### src/hdl/abar_pkg.sv
// shared types and constants of the adc block average reporter
`timescale 1ns / 1ps
`default_nettype none

package abar_pkg;

  localparam int unsigned SAMPLE_W   = 12;
  localparam int unsigned READING_W  = 12;
  localparam int unsigned CHAN_ID_W  = 4;
  localparam int unsigned TYPE_W     = 2;
  localparam int unsigned PERIOD_W   = 16;
  localparam int unsigned CFG_IDX_W  = 3;
  localparam int unsigned CFG_DATA_W = 16;
  localparam int unsigned NUM_SLOTS  = 2;

  // register indexes
  localparam logic [CFG_IDX_W-1:0] REG_A_CHANNEL = 3'd0;
  localparam logic [CFG_IDX_W-1:0] REG_A_TYPE    = 3'd1;
  localparam logic [CFG_IDX_W-1:0] REG_A_PERIOD  = 3'd2;
  localparam logic [CFG_IDX_W-1:0] REG_B_CHANNEL = 3'd3;
  localparam logic [CFG_IDX_W-1:0] REG_B_TYPE    = 3'd4;
  localparam logic [CFG_IDX_W-1:0] REG_B_PERIOD  = 3'd5;

  // register reset values
  localparam logic [CHAN_ID_W-1:0] RST_A_CHANNEL = 4'd1;
  localparam logic [TYPE_W-1:0]    RST_A_TYPE    = 2'd0;
  localparam logic [PERIOD_W-1:0]  RST_A_PERIOD  = 16'd5;
  localparam logic [CHAN_ID_W-1:0] RST_B_CHANNEL = 4'd2;
  localparam logic [TYPE_W-1:0]    RST_B_TYPE    = 2'd1;
  localparam logic [PERIOD_W-1:0]  RST_B_PERIOD  = 16'd5;

  typedef enum logic [2:0] {
    ST_ACCEPT,
    ST_DECIDE,
    ST_DIV_INIT,
    ST_DIV,
    ST_EMIT,
    ST_CLEAR
  } abar_state_e;

  typedef struct packed {
    logic accept;      // add the incoming sample
    logic decide;      // update block counters, latch report flags
    logic div_start;   // load divider operand with current slot's sum
    logic div_step;    // reciprocal multiply, write the held reading
    logic out_load;    // load output register with current slot
    logic clear_sums;  // clear the block sums
    logic slot;        // slot being worked on
  } abar_cmd_t;

  typedef struct packed {
    logic block_end;   // next sample closes the block
    logic upd;         // current slot takes a new average
    logic rep;         // current slot reports
    logic out_free;    // output register can take an item
  } abar_status_t;

endpackage

`default_nettype wire

### src/hdl/abar_ctrl.sv
// controller state machine of the adc block average reporter
`timescale 1ns / 1ps
`default_nettype none

module abar_ctrl #(
  parameter int unsigned SENSOR_SLOTS = 2
) (
  input  wire                  clk_i,
  input  wire                  rst_ni,
  input  wire                  in_valid_i,
  output logic                 in_stall_o,
  input  abar_pkg::abar_status_t status_i,
  output abar_pkg::abar_cmd_t    cmd_o
);
  import abar_pkg::*;

  abar_state_e state_q, state_d;
  logic        slot_q, slot_d;
  logic        last_slot;

  assign last_slot = (slot_q == 1'(SENSOR_SLOTS - 1));

  always_ff @(posedge clk_i or negedge rst_ni) begin
    if (!rst_ni) begin
      state_q <= ST_ACCEPT;
      slot_q  <= 1'b0;
    end else begin
      state_q <= state_d;
      slot_q  <= slot_d;
    end
  end

  always_comb begin
    state_d    = state_q;
    slot_d     = slot_q;
    cmd_o      = '0;
    cmd_o.slot = slot_q;
    in_stall_o = 1'b1;
    unique case (state_q)
      ST_ACCEPT: begin
        in_stall_o   = 1'b0;
        cmd_o.accept = in_valid_i;
        if (in_valid_i && status_i.block_end) begin
          state_d = ST_DECIDE;
        end
      end
      ST_DECIDE: begin
        cmd_o.decide = 1'b1;
        slot_d       = 1'b0;
        state_d      = ST_DIV_INIT;
      end
      ST_DIV_INIT: begin
        if (status_i.upd) begin
          cmd_o.div_start = 1'b1;
          state_d         = ST_DIV;
        end else begin
          state_d = ST_EMIT;
        end
      end
      ST_DIV: begin
        cmd_o.div_step = 1'b1;
        state_d        = ST_EMIT;
      end
      ST_EMIT: begin
        if (!status_i.rep || status_i.out_free) begin
          cmd_o.out_load = status_i.rep;
          if (last_slot) begin
            state_d = ST_CLEAR;
          end else begin
            slot_d  = ~slot_q;
            state_d = ST_DIV_INIT;
          end
        end
      end
      ST_CLEAR: begin
        cmd_o.clear_sums = 1'b1;
        state_d          = ST_ACCEPT;
      end
      default: begin
        state_d = ST_ACCEPT;
      end
    endcase
  end

endmodule

`default_nettype wire

### src/hdl/abar_datapath.sv
// datapath of the adc block average reporter: sums, divider, slots, output register
`timescale 1ns / 1ps
`default_nettype none

module abar_datapath #(
  parameter int unsigned ADC_CHANNELS    = 2,
  parameter int unsigned BLOCK_ROUNDS    = 16,
  parameter int unsigned SENSOR_CHANNELS = 2,
  parameter int unsigned SENSOR_SLOTS    = 2
) (
  input  wire                                   clk_i,
  input  wire                                   rst_ni,
  input  abar_pkg::abar_cmd_t                   cmd_i,
  output abar_pkg::abar_status_t                status_o,
  input  wire [abar_pkg::SAMPLE_W-1:0]          sample_i,
  input  wire                                   cfg_we_i,
  input  wire [abar_pkg::CFG_IDX_W-1:0]         cfg_index_i,
  input  wire [abar_pkg::CFG_DATA_W-1:0]        cfg_data_i,
  output logic                                  out_valid_o,
  input  wire                                   out_stall_i,
  output logic [abar_pkg::CHAN_ID_W-1:0]        sensor_id_o,
  output logic [abar_pkg::READING_W-1:0]        reading_o,
  output logic [abar_pkg::TYPE_W-1:0]           sensor_type_o,
  output logic                                  last_report_o
);
  import abar_pkg::*;

  localparam int unsigned CW = (ADC_CHANNELS > 1) ? $clog2(ADC_CHANNELS) : 1;
  localparam int unsigned RW = (BLOCK_ROUNDS > 1) ? $clog2(BLOCK_ROUNDS) : 1;
  localparam int unsigned SW = SAMPLE_W + $clog2(BLOCK_ROUNDS + 1);
  localparam logic [CW-1:0] CHAN_LAST  = CW'(ADC_CHANNELS - 1);
  localparam logic [RW-1:0] ROUND_LAST = RW'(BLOCK_ROUNDS - 1);

  // division by the block length as a multiply by the rounded-up reciprocal,
  // exact for every sum that fits SW bits
  localparam int unsigned LW     = $clog2(BLOCK_ROUNDS);
  localparam int unsigned QSHIFT = SW + LW;
  localparam int unsigned MW     = SW + 1;
  localparam int unsigned PW     = SW + MW;
  localparam longint unsigned RECIP_L =
    ((64'd1 << QSHIFT) + 64'(BLOCK_ROUNDS) - 64'd1) / 64'(BLOCK_ROUNDS);
  localparam logic [MW-1:0] RECIP = MW'(RECIP_L);

  logic [CW-1:0]        chan_q;
  logic [RW-1:0]        round_q;
  logic [SW-1:0]        sum_q [ADC_CHANNELS];

  logic [CHAN_ID_W-1:0] channel_q [NUM_SLOTS];
  logic [TYPE_W-1:0]    type_q    [NUM_SLOTS];
  logic [PERIOD_W-1:0]  period_q  [NUM_SLOTS];
  logic [PERIOD_W-1:0]  cnt_q     [NUM_SLOTS];
  logic [READING_W-1:0] held_q    [NUM_SLOTS];
  logic [NUM_SLOTS-1:0] rep_q, upd_q;

  logic [PERIOD_W-1:0]  cnt_d     [NUM_SLOTS];
  logic [NUM_SLOTS-1:0] rep_d, upd_d;

  logic [SW-1:0]        op_q;
  logic [PW-1:0]        prod;
  logic [READING_W-1:0] quot;
  logic [SW-1:0]        sel_sum;

  logic                 out_valid_q;
  logic                 out_free;

  // block position
  always_ff @(posedge clk_i or negedge rst_ni) begin
    if (!rst_ni) begin
      chan_q  <= '0;
      round_q <= '0;
    end else if (cmd_i.accept) begin
      if (chan_q == CHAN_LAST) begin
        chan_q  <= '0;
        round_q <= (round_q == ROUND_LAST) ? '0 : round_q + RW'(1);
      end else begin
        chan_q <= chan_q + CW'(1);
      end
    end
  end

  // one accumulator lane per adc channel
  always_ff @(posedge clk_i or negedge rst_ni) begin
    if (!rst_ni) begin
      for (int c = 0; c < ADC_CHANNELS; c++) sum_q[c] <= '0;
    end else begin
      for (int c = 0; c < ADC_CHANNELS; c++) begin
        if (cmd_i.clear_sums) begin
          sum_q[c] <= '0;
        end else if (cmd_i.accept && chan_q == CW'(c)) begin
          sum_q[c] <= sum_q[c] + SW'(sample_i);
        end
      end
    end
  end

  // configuration registers
  always_ff @(posedge clk_i or negedge rst_ni) begin
    if (!rst_ni) begin
      channel_q[0] <= RST_A_CHANNEL;
      type_q[0]    <= RST_A_TYPE;
      period_q[0]  <= RST_A_PERIOD;
      channel_q[1] <= RST_B_CHANNEL;
      type_q[1]    <= RST_B_TYPE;
      period_q[1]  <= RST_B_PERIOD;
    end else if (cfg_we_i) begin
      unique case (cfg_index_i)
        REG_A_CHANNEL: channel_q[0] <= cfg_data_i[CHAN_ID_W-1:0];
        REG_A_TYPE:    type_q[0]    <= cfg_data_i[TYPE_W-1:0];
        REG_A_PERIOD:  period_q[0]  <= cfg_data_i[PERIOD_W-1:0];
        REG_B_CHANNEL: channel_q[1] <= cfg_data_i[CHAN_ID_W-1:0];
        REG_B_TYPE:    type_q[1]    <= cfg_data_i[TYPE_W-1:0];
        REG_B_PERIOD:  period_q[1]  <= cfg_data_i[PERIOD_W-1:0];
        default: ;
      endcase
    end
  end

  // per slot block counting and report decision
  always_comb begin
    for (int s = 0; s < NUM_SLOTS; s++) begin
      logic [PERIOD_W-1:0] inc;
      logic                in_range;
      inc      = cnt_q[s] + PERIOD_W'(1);
      in_range = (channel_q[s] != '0) &&
                 (channel_q[s] <= CHAN_ID_W'(SENSOR_CHANNELS)) &&
                 (channel_q[s] <= CHAN_ID_W'(ADC_CHANNELS));
      cnt_d[s] = cnt_q[s];
      rep_d[s] = 1'b0;
      if (s < SENSOR_SLOTS && period_q[s] != '0) begin
        if (inc >= period_q[s]) begin
          cnt_d[s] = '0;
          rep_d[s] = 1'b1;
        end else begin
          cnt_d[s] = inc;
        end
      end
      upd_d[s] = (s < SENSOR_SLOTS) && in_range && (period_q[s] == '0 || rep_d[s]);
    end
  end

  always_ff @(posedge clk_i or negedge rst_ni) begin
    if (!rst_ni) begin
      for (int s = 0; s < NUM_SLOTS; s++) cnt_q[s] <= '0;
      rep_q <= '0;
      upd_q <= '0;
    end else if (cmd_i.decide) begin
      for (int s = 0; s < NUM_SLOTS; s++) cnt_q[s] <= cnt_d[s];
      rep_q <= rep_d;
      upd_q <= upd_d;
    end
  end

  // sum of the current slot's channel
  always_comb begin
    sel_sum = '0;
    for (int c = 0; c < ADC_CHANNELS; c++) begin
      if (channel_q[cmd_i.slot] == CHAN_ID_W'(c + 1)) sel_sum = sum_q[c];
    end
  end

  // operand register, then a combinational multiply
  always_ff @(posedge clk_i) begin
    if (cmd_i.div_start) begin
      op_q <= sel_sum;
    end
  end

  assign prod = PW'(op_q) * PW'(RECIP);
  assign quot = prod[QSHIFT +: READING_W];

  // held readings, written on the multiply cycle
  always_ff @(posedge clk_i or negedge rst_ni) begin
    if (!rst_ni) begin
      for (int s = 0; s < NUM_SLOTS; s++) held_q[s] <= '0;
    end else if (cmd_i.div_step) begin
      held_q[cmd_i.slot] <= quot;
    end
  end

  // output register
  assign out_free = !out_valid_q || !out_stall_i;

  always_ff @(posedge clk_i or negedge rst_ni) begin
    if (!rst_ni) begin
      out_valid_q <= 1'b0;
    end else if (cmd_i.out_load) begin
      out_valid_q <= 1'b1;
    end else if (!out_stall_i) begin
      out_valid_q <= 1'b0;
    end
  end

  always_ff @(posedge clk_i) begin
    if (cmd_i.out_load) begin
      sensor_id_o   <= channel_q[cmd_i.slot];
      reading_o     <= held_q[cmd_i.slot];
      sensor_type_o <= type_q[cmd_i.slot];
      last_report_o <= cmd_i.slot || (SENSOR_SLOTS < 2) || !rep_q[1];
    end
  end

  assign out_valid_o        = out_valid_q;
  assign status_o.block_end = (chan_q == CHAN_LAST) && (round_q == ROUND_LAST);
  assign status_o.upd       = upd_q[cmd_i.slot];
  assign status_o.rep       = rep_q[cmd_i.slot];
  assign status_o.out_free  = out_free;

  // an item is never loaded over one still waiting
  a_load_free: assert property (@(posedge clk_i) disable iff (!rst_ni)
    cmd_i.out_load |-> out_free)
    else $error("output loaded while occupied");

  // no sample enters while the divider works
  a_no_accept_div: assert property (@(posedge clk_i) disable iff (!rst_ni)
    (cmd_i.div_step || cmd_i.div_start) |-> !cmd_i.accept)
    else $error("sample accepted during division");

  // position stays inside the block
  a_pos_range: assert property (@(posedge clk_i) disable iff (!rst_ni)
    (chan_q <= CHAN_LAST) && (round_q <= ROUND_LAST))
    else $error("block position out of range");

  // sums restart at the beginning of the block after the clear
  a_clear_pos: assert property (@(posedge clk_i) disable iff (!rst_ni)
    cmd_i.clear_sums |-> (chan_q == '0) && (round_q == '0))
    else $error("sums cleared mid block");

endmodule

`default_nettype wire

### src/hdl/adc_block_average_reporter_unit.sv
// top level of the adc block average reporter
`timescale 1ns / 1ps
`default_nettype none

// adc block average reporter: takes adc samples interleaved channel by channel
// (channel 1 first) in blocks of BLOCK_ROUNDS rounds and keeps one running sum
// per channel. within a block one sample item is taken every clock cycle in
// which in_valid_i is high. the last sample of a block starts a report phase
// during which in_stall_o is high: the slot block counters are updated, then
// for each sensor slot a setup state, a pass through the shared reciprocal
// multiplier when the slot takes a new average (sum divided by BLOCK_ROUNDS,
// truncated) and a state that hands its report, if due, to the output
// register, then the sums are cleared. the phase grows with each slot that
// updates and while the output register waits on out_stall_i; the slot by
// slot sequencing sets its length. a slot with a nonzero period reports its
// held reading every period blocks; period zero only refreshes the held
// reading. a channel number of zero or beyond the channel count keeps the old
// reading, but the slot still reports when due. the last report of a block
// carries last_report_o high. configuration registers (index: a channel, a
// type, a period, b channel, b type, b period) are written with cfg_we_i;
// other indexes are ignored. write them only while the block is idle.

module adc_block_average_reporter_unit #(
  parameter int unsigned ADC_CHANNELS    = 2,
  parameter int unsigned BLOCK_ROUNDS    = 16,
  parameter int unsigned SENSOR_CHANNELS = 2,
  parameter int unsigned SENSOR_SLOTS    = 2
) (
  input  wire                              clk_i,
  input  wire                              rst_ni,
  // sample items
  input  wire                              in_valid_i,
  output logic                             in_stall_o,
  input  wire [abar_pkg::SAMPLE_W-1:0]     sample_i,
  // report items
  output logic                             out_valid_o,
  input  wire                              out_stall_i,
  output logic [abar_pkg::CHAN_ID_W-1:0]   sensor_id_o,
  output logic [abar_pkg::READING_W-1:0]   reading_o,
  output logic [abar_pkg::TYPE_W-1:0]      sensor_type_o,
  output logic                             last_report_o,
  // configuration writes
  input  wire                              cfg_we_i,
  input  wire [abar_pkg::CFG_IDX_W-1:0]    cfg_index_i,
  input  wire [abar_pkg::CFG_DATA_W-1:0]   cfg_data_i
);
  import abar_pkg::*;

  abar_cmd_t    cmd;
  abar_status_t status;

  // sequencing of the accept and report phases
  abar_ctrl #(
    .SENSOR_SLOTS (SENSOR_SLOTS)
  ) u_ctrl (
    .clk_i      (clk_i),
    .rst_ni     (rst_ni),
    .in_valid_i (in_valid_i),
    .in_stall_o (in_stall_o),
    .status_i   (status),
    .cmd_o      (cmd)
  );

  // accumulators, divider, slot state and output register
  abar_datapath #(
    .ADC_CHANNELS    (ADC_CHANNELS),
    .BLOCK_ROUNDS    (BLOCK_ROUNDS),
    .SENSOR_CHANNELS (SENSOR_CHANNELS),
    .SENSOR_SLOTS    (SENSOR_SLOTS)
  ) u_datapath (
    .clk_i         (clk_i),
    .rst_ni        (rst_ni),
    .cmd_i         (cmd),
    .status_o      (status),
    .sample_i      (sample_i),
    .cfg_we_i      (cfg_we_i),
    .cfg_index_i   (cfg_index_i),
    .cfg_data_i    (cfg_data_i),
    .out_valid_o   (out_valid_o),
    .out_stall_i   (out_stall_i),
    .sensor_id_o   (sensor_id_o),
    .reading_o     (reading_o),
    .sensor_type_o (sensor_type_o),
    .last_report_o (last_report_o)
  );

endmodule

`default_nettype wire

### config.mk
export PLATFORM = sky130hd
export DESIGN_NAME = adc_block_average_reporter_unit
export DESIGN_NICKNAME = d
export VERILOG_FILES = /design/src/hdl/abar_pkg.sv /design/src/hdl/abar_ctrl.sv /design/src/hdl/abar_datapath.sv /design/src/hdl/adc_block_average_reporter_unit.sv
export SDC_FILE = /design/constraint.sdc
export NUM_CORES = 1
export LEC_CHECK = 0
export BUFFER_PORTS_ARGS = -buffer_cell sky130_fd_sc_hd__buf_2
export CAP_MARGIN = 20
export CORE_ASPECT_RATIO = 0.6
export CORE_MARGIN = 2
export CORE_UTILIZATION = 43
export DETAILED_ROUTE_END_ITERATION = 12
export GPL_TIMING_DRIVEN = 0
export PLACE_DENSITY = 0.66
export SLEW_MARGIN = 20
export SYNTH_ARGS = -nofsm -noshare
export SYNTH_HDL_FRONTEND = slang
export SYNTH_SLANG_ARGS = --single-unit
export TNS_END_PERCENT = 20
### constraint.sdc
create_clock -name clk_i -period 5.7 [get_ports clk_i]
set_input_delay 1.14 -clock clk_i [delete_from_list [all_inputs] [get_ports clk_i]]
set_output_delay 1.14 -clock clk_i [all_outputs]
set_load 0.01 [all_outputs]
==> flow_summary.yaml, run 1 <==
timing:
  finalClockSkew_ns: 0.0110
  slew_headroom_pct: 46.4
  setup_violations: 0
  fmax_ghz: 0.265
  setup_slack_ns: 1.93
  drv_slew: 0
  fin_crit_ns: 3.77
  worst_pin_slew_ns: 0.802
  finalCritPeriodShare_pct: 66.1
  hold_ws_ns: 0.477
  fin_tns_setup_ns: 0
  hold_violations: 0
  rsz0062_at_grt: "false"
run:
  drv_cap: 0
setup_path:
  worst_path_max_delay_cell: "dfrtp_1"
  path_depth: 13
  r2r_cells: 13
  cpLargestDelayFamily: "simple AND/OR/NAND/NOR gates"
  crit_required_ns: 6.08
  end_kind: "register"
  critPathBufInv: 1
  criticalPathCategory: "reg2reg"
  cpPeakStageDelay_ns: 0.47
  critPathArrivalTime_ns: 4.15
  start_kind: "register"
  worstPathMaxFanout: 10
  crit_chain: "ha_1 > and3_1 > and2_1 > and3_1 > xor2_1 > ha_1 > nand4_1 > nor3_1 > a2111oi_1 > o21ai_1 > nor2_2 > buf_4 > a22o_1"
drt:
  drc: 0
  vias: 7086
  vias_per_cell: 5.52
  ant_nets: 0
  routed_wl_um: 22400
  avgRoutedWirePerCell_um: 17.4
  drtIter0Drc: 445
  dr.pass1.iters: 5
grt:
  grt_use_total_pct: 20.0
  grt_pass1_wl_um: 36300
  overflow: 0
  grt_max_degree: 77
  antenna_found_initial: 2
  grt_pass1_vias: 6604
clocking:
  cts_hold_buf: 0
  clockBufferDepth: 2
  post_cts_resize_count: 0
  cts_buffers: 17
  cts_root_buf: "clkbuf_16"
  cts_setup_buffers: 0
  path_clk_slew_ns: 0.07
  cts_tree: "built"
  cts-htree-levels: 4
  clock_latency_ns: 0.45
  cts_sinks: 177
min_path:
  holdPathStages: 1
  holdCritPathClass: "reg2reg"
layout:
  drive_gt1_share_pct: 19.6
  num_antenna_cells: 0
  finish.instance_area_mm2: 0.0109
  multiInputGateArea_mm2: 0.00471
  fin_util_pct: 49.4
  nFillCells: 2016
  most-common-layout-cells: "139 x dfrtp_1, 108 x nand2_1, 74 x o21ai_0"
  final_common_cell: "dfrtp_1"
  register_area_mm2: 0.00459
  areaGrowthSynthToFinish_pct: 13.3
  nNetsFinal: 1082
  layout.cells.non_filler: 1284
synthesis:
  synth_top_area_share_pct: 36.3
  ys_ff_latch: 177
  ys.warnings.count: 0
  yosys.cell_types.count: 69
  seq_area_frac_synth_pct: 47.9
  synth_edf_count: 31
  async_flop_share_pct: 82.5
  synth_ff_type: "dfrtp_1"
  synth.area.top_cells: "dfrtp_1 36%, edfxtp_1 9.7%, mux2_2 8.6%"
  syn_area_mm2: 0.00959
  syn-num-nets: 1005
  synth_top_area_cell: "dfrtp_1"
  syn-mean-instance-area_um2: 10.6
  synthCells: 908
placement:
  dpl_cell_area_mm2: 0.0103
  post-place-ws_ns: 2.02
  numPortBuffers: 56
  hpwl_um: 16700
  place.gp.congestion: 0.890
  dp_cells: 1252
floorplanning:
  pin_count: 57
  design.core.area_mm2: 0.0220
  die-area_mm2: 0.0235
  die_w_um: 197
  die_h_um: 120
  start_util_pct: 43.6
  core.rowCount: 42
power_and_ir_drop:
  p_per_area_mw_per_mm2: 391
  cellLeakagePower_nw: 4.91
  peakVddDrop_mv: 0.216
  p_total_mw: 4.25
status:
  status: "complete, no violations"
[worst reg2reg max path, cell delays in order, from the launching register on]
cell and delay, ns:
dfrtp_1 0.47, ha_1 0.29, and3_1 0.28, and2_1 0.23, and3_1 0.23, xor2_1 0.20, ha_1 0.27, nand4_1 0.15
nor3_1 0.07, a2111oi_1 0.38, o21ai_1 0.35, nor2_2 0.39, buf_4 0.25, a22o_1 0.14
[Yosys cell counts, types with 13 or more instances]
| library cell | number |
|---|---|
| dfrtp_1 | 139 |
| nand2_1 | 108 |
| o21ai_0 | 74 |
| mux2_2 | 73 |
| ha_1 | 59 |
| nand3_1 | 48 |
| a21oi_1 | 46 |
| inv_1 | 44 |
| edfxtp_1 | 31 |
| a22o_1 | 28 |
| xnor2_1 | 28 |
| clkbuf_1 | 20 |
| nor2_1 | 17 |
| nand4_1 | 15 |
| xor2_1 | 15 |
| nor4_1 | 13 |
[power by group]
| part | total (mW) | internal, mW | switching (mW) | leakage (nW) |
|---|---|---|---|---|
| sequential | 1.74 | 1.52 | 0.212 | 2.19 |
| combinational | 1.35 | 0.575 | 0.780 | 2.45 |
| clock | 1.16 | 0.615 | 0.542 | 0.273 |
| total | 4.25 | 2.71 | 1.53 | 4.91 |
[kinds of logic (layout without fill, tap and decap cells)]
kind of cell	after synthesis	after routing	share of synthesized area, %
fa+ha+maj	61	61	8.12
xor+xnor	43	43	3.93
compound gates	206	206	13.6
flops	177	177	47.9
buf+inv	75	165	3.11
mux	81	81	9.41
simple gates	265	265	13.9
[flip-flops by register name, summed over array words and instances (netlist names), 3 cells and up]
register / flops
u_datapath.sum_q: 32
u_datapath.op_q: 12
u_datapath.sensor_id_o: 4
u_ctrl.state_q: 3
u_datapath.reading_o: 12
u_datapath.period_q: 32
u_datapath.cnt_q: 32
u_datapath.channel_q: 8
u_datapath.round_q: 4
u_datapath.type_q: 4
u_datapath.held_q: 24
[metal layers]
| metal | global-route usage, % | up-vias | routed length (um) |
|---|---|---|---|
| met4 | 4.56 | 4 | 148 |
| li1 | - | 3466 | - |
| met5 | 0 | - | 27 |
| met3 | 5.73 | 20 | 1320 |
| met2 | 24.8 | 168 | 8350 |
| met1 | 33.0 | 3428 | 12500 |
[cell type report]
| class | instances | area share, % |
|---|---|---|
| clock buffer | 18 | 3.95 |
| multi-input combinational | 656 | 43.4 |
| tap | 286 | 3.29 |
| buffer | 31 | 1.22 |
| inverter | 44 | 1.52 |
| clock inverter | 14 | 1.35 |
| sequential | 177 | 42.3 |
| timing repair buffer | 58 | 3.00 |
[worst paths after layout]
path	slack, ns	from	endpoint
max reg2reg	1.93	u_datapath.cnt_q[0]	u_datapath.cnt_q[10]
max in group asynchronous	4.23	rst_ni	u_datapath.round_q[3]
min reg2reg	0.48	u_datapath.sum_q[32]	u_datapath.sum_q[32]
min	0.48	u_datapath.sum_q[32]	u_datapath.sum_q[32]
min in group asynchronous	0.68	rst_ni	u_datapath.cnt_q[3]
max	1.93	u_datapath.cnt_q[0]	u_datapath.cnt_q[10]
Note: power is estimated with default switching activity, not from simulation.
==> run 2: changes to the inputs <==
- clock period: 5.7 -> 3.84 ns (I/O delays scaled with it)
==> flow_summary.yaml, run 2 (synthesis gave the netlist of run 1 again) <==
grt:
  grt_pass1_vias: 6604
  grt_use_total_pct: 20.0
  grt_max_degree: 77
  grt_pass1_wl_um: 36300
  antenna_found_initial: 2
  overflow: 0
timing:
  fin_crit_ns: 3.48
  setup_violations: 0
  rsz0062_at_grt: "false"
  worst_pin_slew_ns: 0.764
  drv_slew: 0
  fmax_ghz: 0.288
  slew_headroom_pct: 49.0
  finalClockSkew_ns: 0.0101
  finalCritPeriodShare_pct: 90.6
  setup_slack_ns: 0.363
  hold_violations: 0
floorplanning:
  pin_count: 57
  die_h_um: 120
  start_util_pct: 43.6
  die_w_um: 197
  die-area_mm2: 0.0235
  core.rowCount: 42
  design.core.area_mm2: 0.0220
clocking:
  path_clk_slew_ns: 0.07
  clockBufferDepth: 2
  cts_sinks: 177
  cts_tree: "built"
  cts_root_buf: "clkbuf_16"
  clock_latency_ns: 0.45
  cts-htree-levels: 4
  cts_buffers: 17
setup_path:
  worst_path_max_delay_cell: "dfrtp_1"
  cpPeakStageDelay_ns: 0.47
  reg2reg_from: "u_datapath.cnt_q[0]"
  criticalPathCategory: "reg2reg"
  worstPathMaxFanout: 10
  start_kind: "register"
  crit_path_start: "u_datapath.cnt_q[0]"
  end_kind: "register"
  crit_chain: "ha_1 > and3_1 > and2_1 > and3_1 > xor2_1 > ha_1 > nand4_1 > nor3_1 > a2111oi_1 > o21ai_2 > nor2_4 > buf_4 > a22o_1"
  crit_required_ns: 4.22
  critPathArrivalTime_ns: 3.86
layout:
  fin_util_pct: 49.6
  num_antenna_cells: 0
  final_common_cell: "dfrtp_1"
  drive_gt1_share_pct: 20.1
  reg.largest.list: "u_datapath.cnt_q: 32 flops, u_datapath.period_q: 32 flops, u_datapath.sum_q: 32 flops"
  most-common-layout-cells: "139 x dfrtp_1, 108 x nand2_1, 74 x o21ai_0"
  areaGrowthSynthToFinish_pct: 13.7
  nNetsFinal: 1083
power_and_ir_drop:
  power_frac_seq_pct: 40.8
  p_per_area_mw_per_mm2: 579
  p_int_mw: 4.03
  power_frac_comb_pct: 32.0
  cellLeakagePower_nw: 4.92
  clock_power_share_pct: 27.2
  netSwitchingFraction_pct: 36.2
  peakVddDrop_mv: 0.321
  power.switching_mw: 2.28
placement:
  post-place-ws_ns: 0.161
  place.gp.congestion: 0.890
  hpwl_um: 16700
  numPortBuffers: 56
run:
  drv_cap: 0
drt:
  dr.pass1.iters: 5
  avgRoutedWirePerCell_um: 17.4
  routed_wl_um: 22400
  vias: 7109
  drtIter0Drc: 417
  drc: 0
  vias_per_cell: 5.53
  ant_nets: 0
status:
  status: "complete, no violations"
min_path:
  holdCritPathClass: "in2async"
[run 2: layout make-up]
class,instances,area [um2]
fill,2012,11100
multi-input combinational,656,4740
sequential,177,4590
clock buffer,18,429
tap,286,358
timing repair buffer,59,333
inverter,44,165
clock inverter,14,146
buffer,31,134
[run 2: per-stage QoR]
| stage | cells | hold slack [ns] | total power [mW] | instance area [um2] | setup TNS, ns |
|---|---|---|---|---|---|
| final | 1285 | 0.308 | 6.31 | 10900 | 0 |
| after global routing | 1285 | 0.334 | 6.74 | 10900 | 0 |
| after CTS | 1284 | 0.313 | 6.31 | 10900 | 0 |
| after detailed placement | 1252 | 0.470 | 4.58 | 10300 | 0 |
| after global placement | 1250 | 0.462 | 4.51 | 10200 | -36.49 |
| after floorplan | 908 | 0.445 | 4.00 | 9590 | 0 |
[run 2: power groups by stage]
stage               Sequential (mW)  Clock (mW)  Combinational (mW)
global placement               2.59           0                1.92
detailed placement             2.60           0                1.98
global route                   2.62        1.84                2.27
CTS                            2.57        1.75                1.99
floorplan                      2.50           0                1.51
finish                         2.58        1.72                2.02
[run 2: per-layer routing]
metal / part of all wire (%) / vias to the layer above / global-route usage [%] / wire [um]
met1: 55 / 3446 / 33.0 / 12400
met3: 6.2 / 23 / 5.73 / 1380
met2: 38 / 174 / 24.8 / 8410
met5: 0.12 / - / 0 / 27
li1: - / 3462 / - / -
met4: 0.82 / 4 / 4.56 / 184
[run 2: timing repair]
action | in CTS | in global routing
setup buffers | 0 | 1
resized for setup | 0 | 7
setup endpoints to repair | 0 | 34
hold buffers | 0 | 0
[run 2: final timing paths]
check	endpoint	slack, ns	depth (start not counted)
worst min-delay path	u_datapath.cnt_q[3]	0.31	1
worst max register to register	u_datapath.cnt_q[10]	0.36	13
max in group asynchronous	u_datapath.round_q[3]	2.72	2
min in group clk_i	u_datapath.sum_q[32]	0.47	1
worst max-delay path	u_datapath.cnt_q[10]	0.36	13
worst min register to register	u_datapath.sum_q[32]	0.47	1
[run 2: critical path, delay by kind of cell, from the launching register on]
family                     cells  cell delay [ns]
AOI/OAI and AO/OA              3             0.76
adders and majority gates      2             0.56
DFF                            1             0.47
xor gates and xnor gates       1             0.20
and+or+nand+nor                6             1.19
buffers and inverters          1             0.22
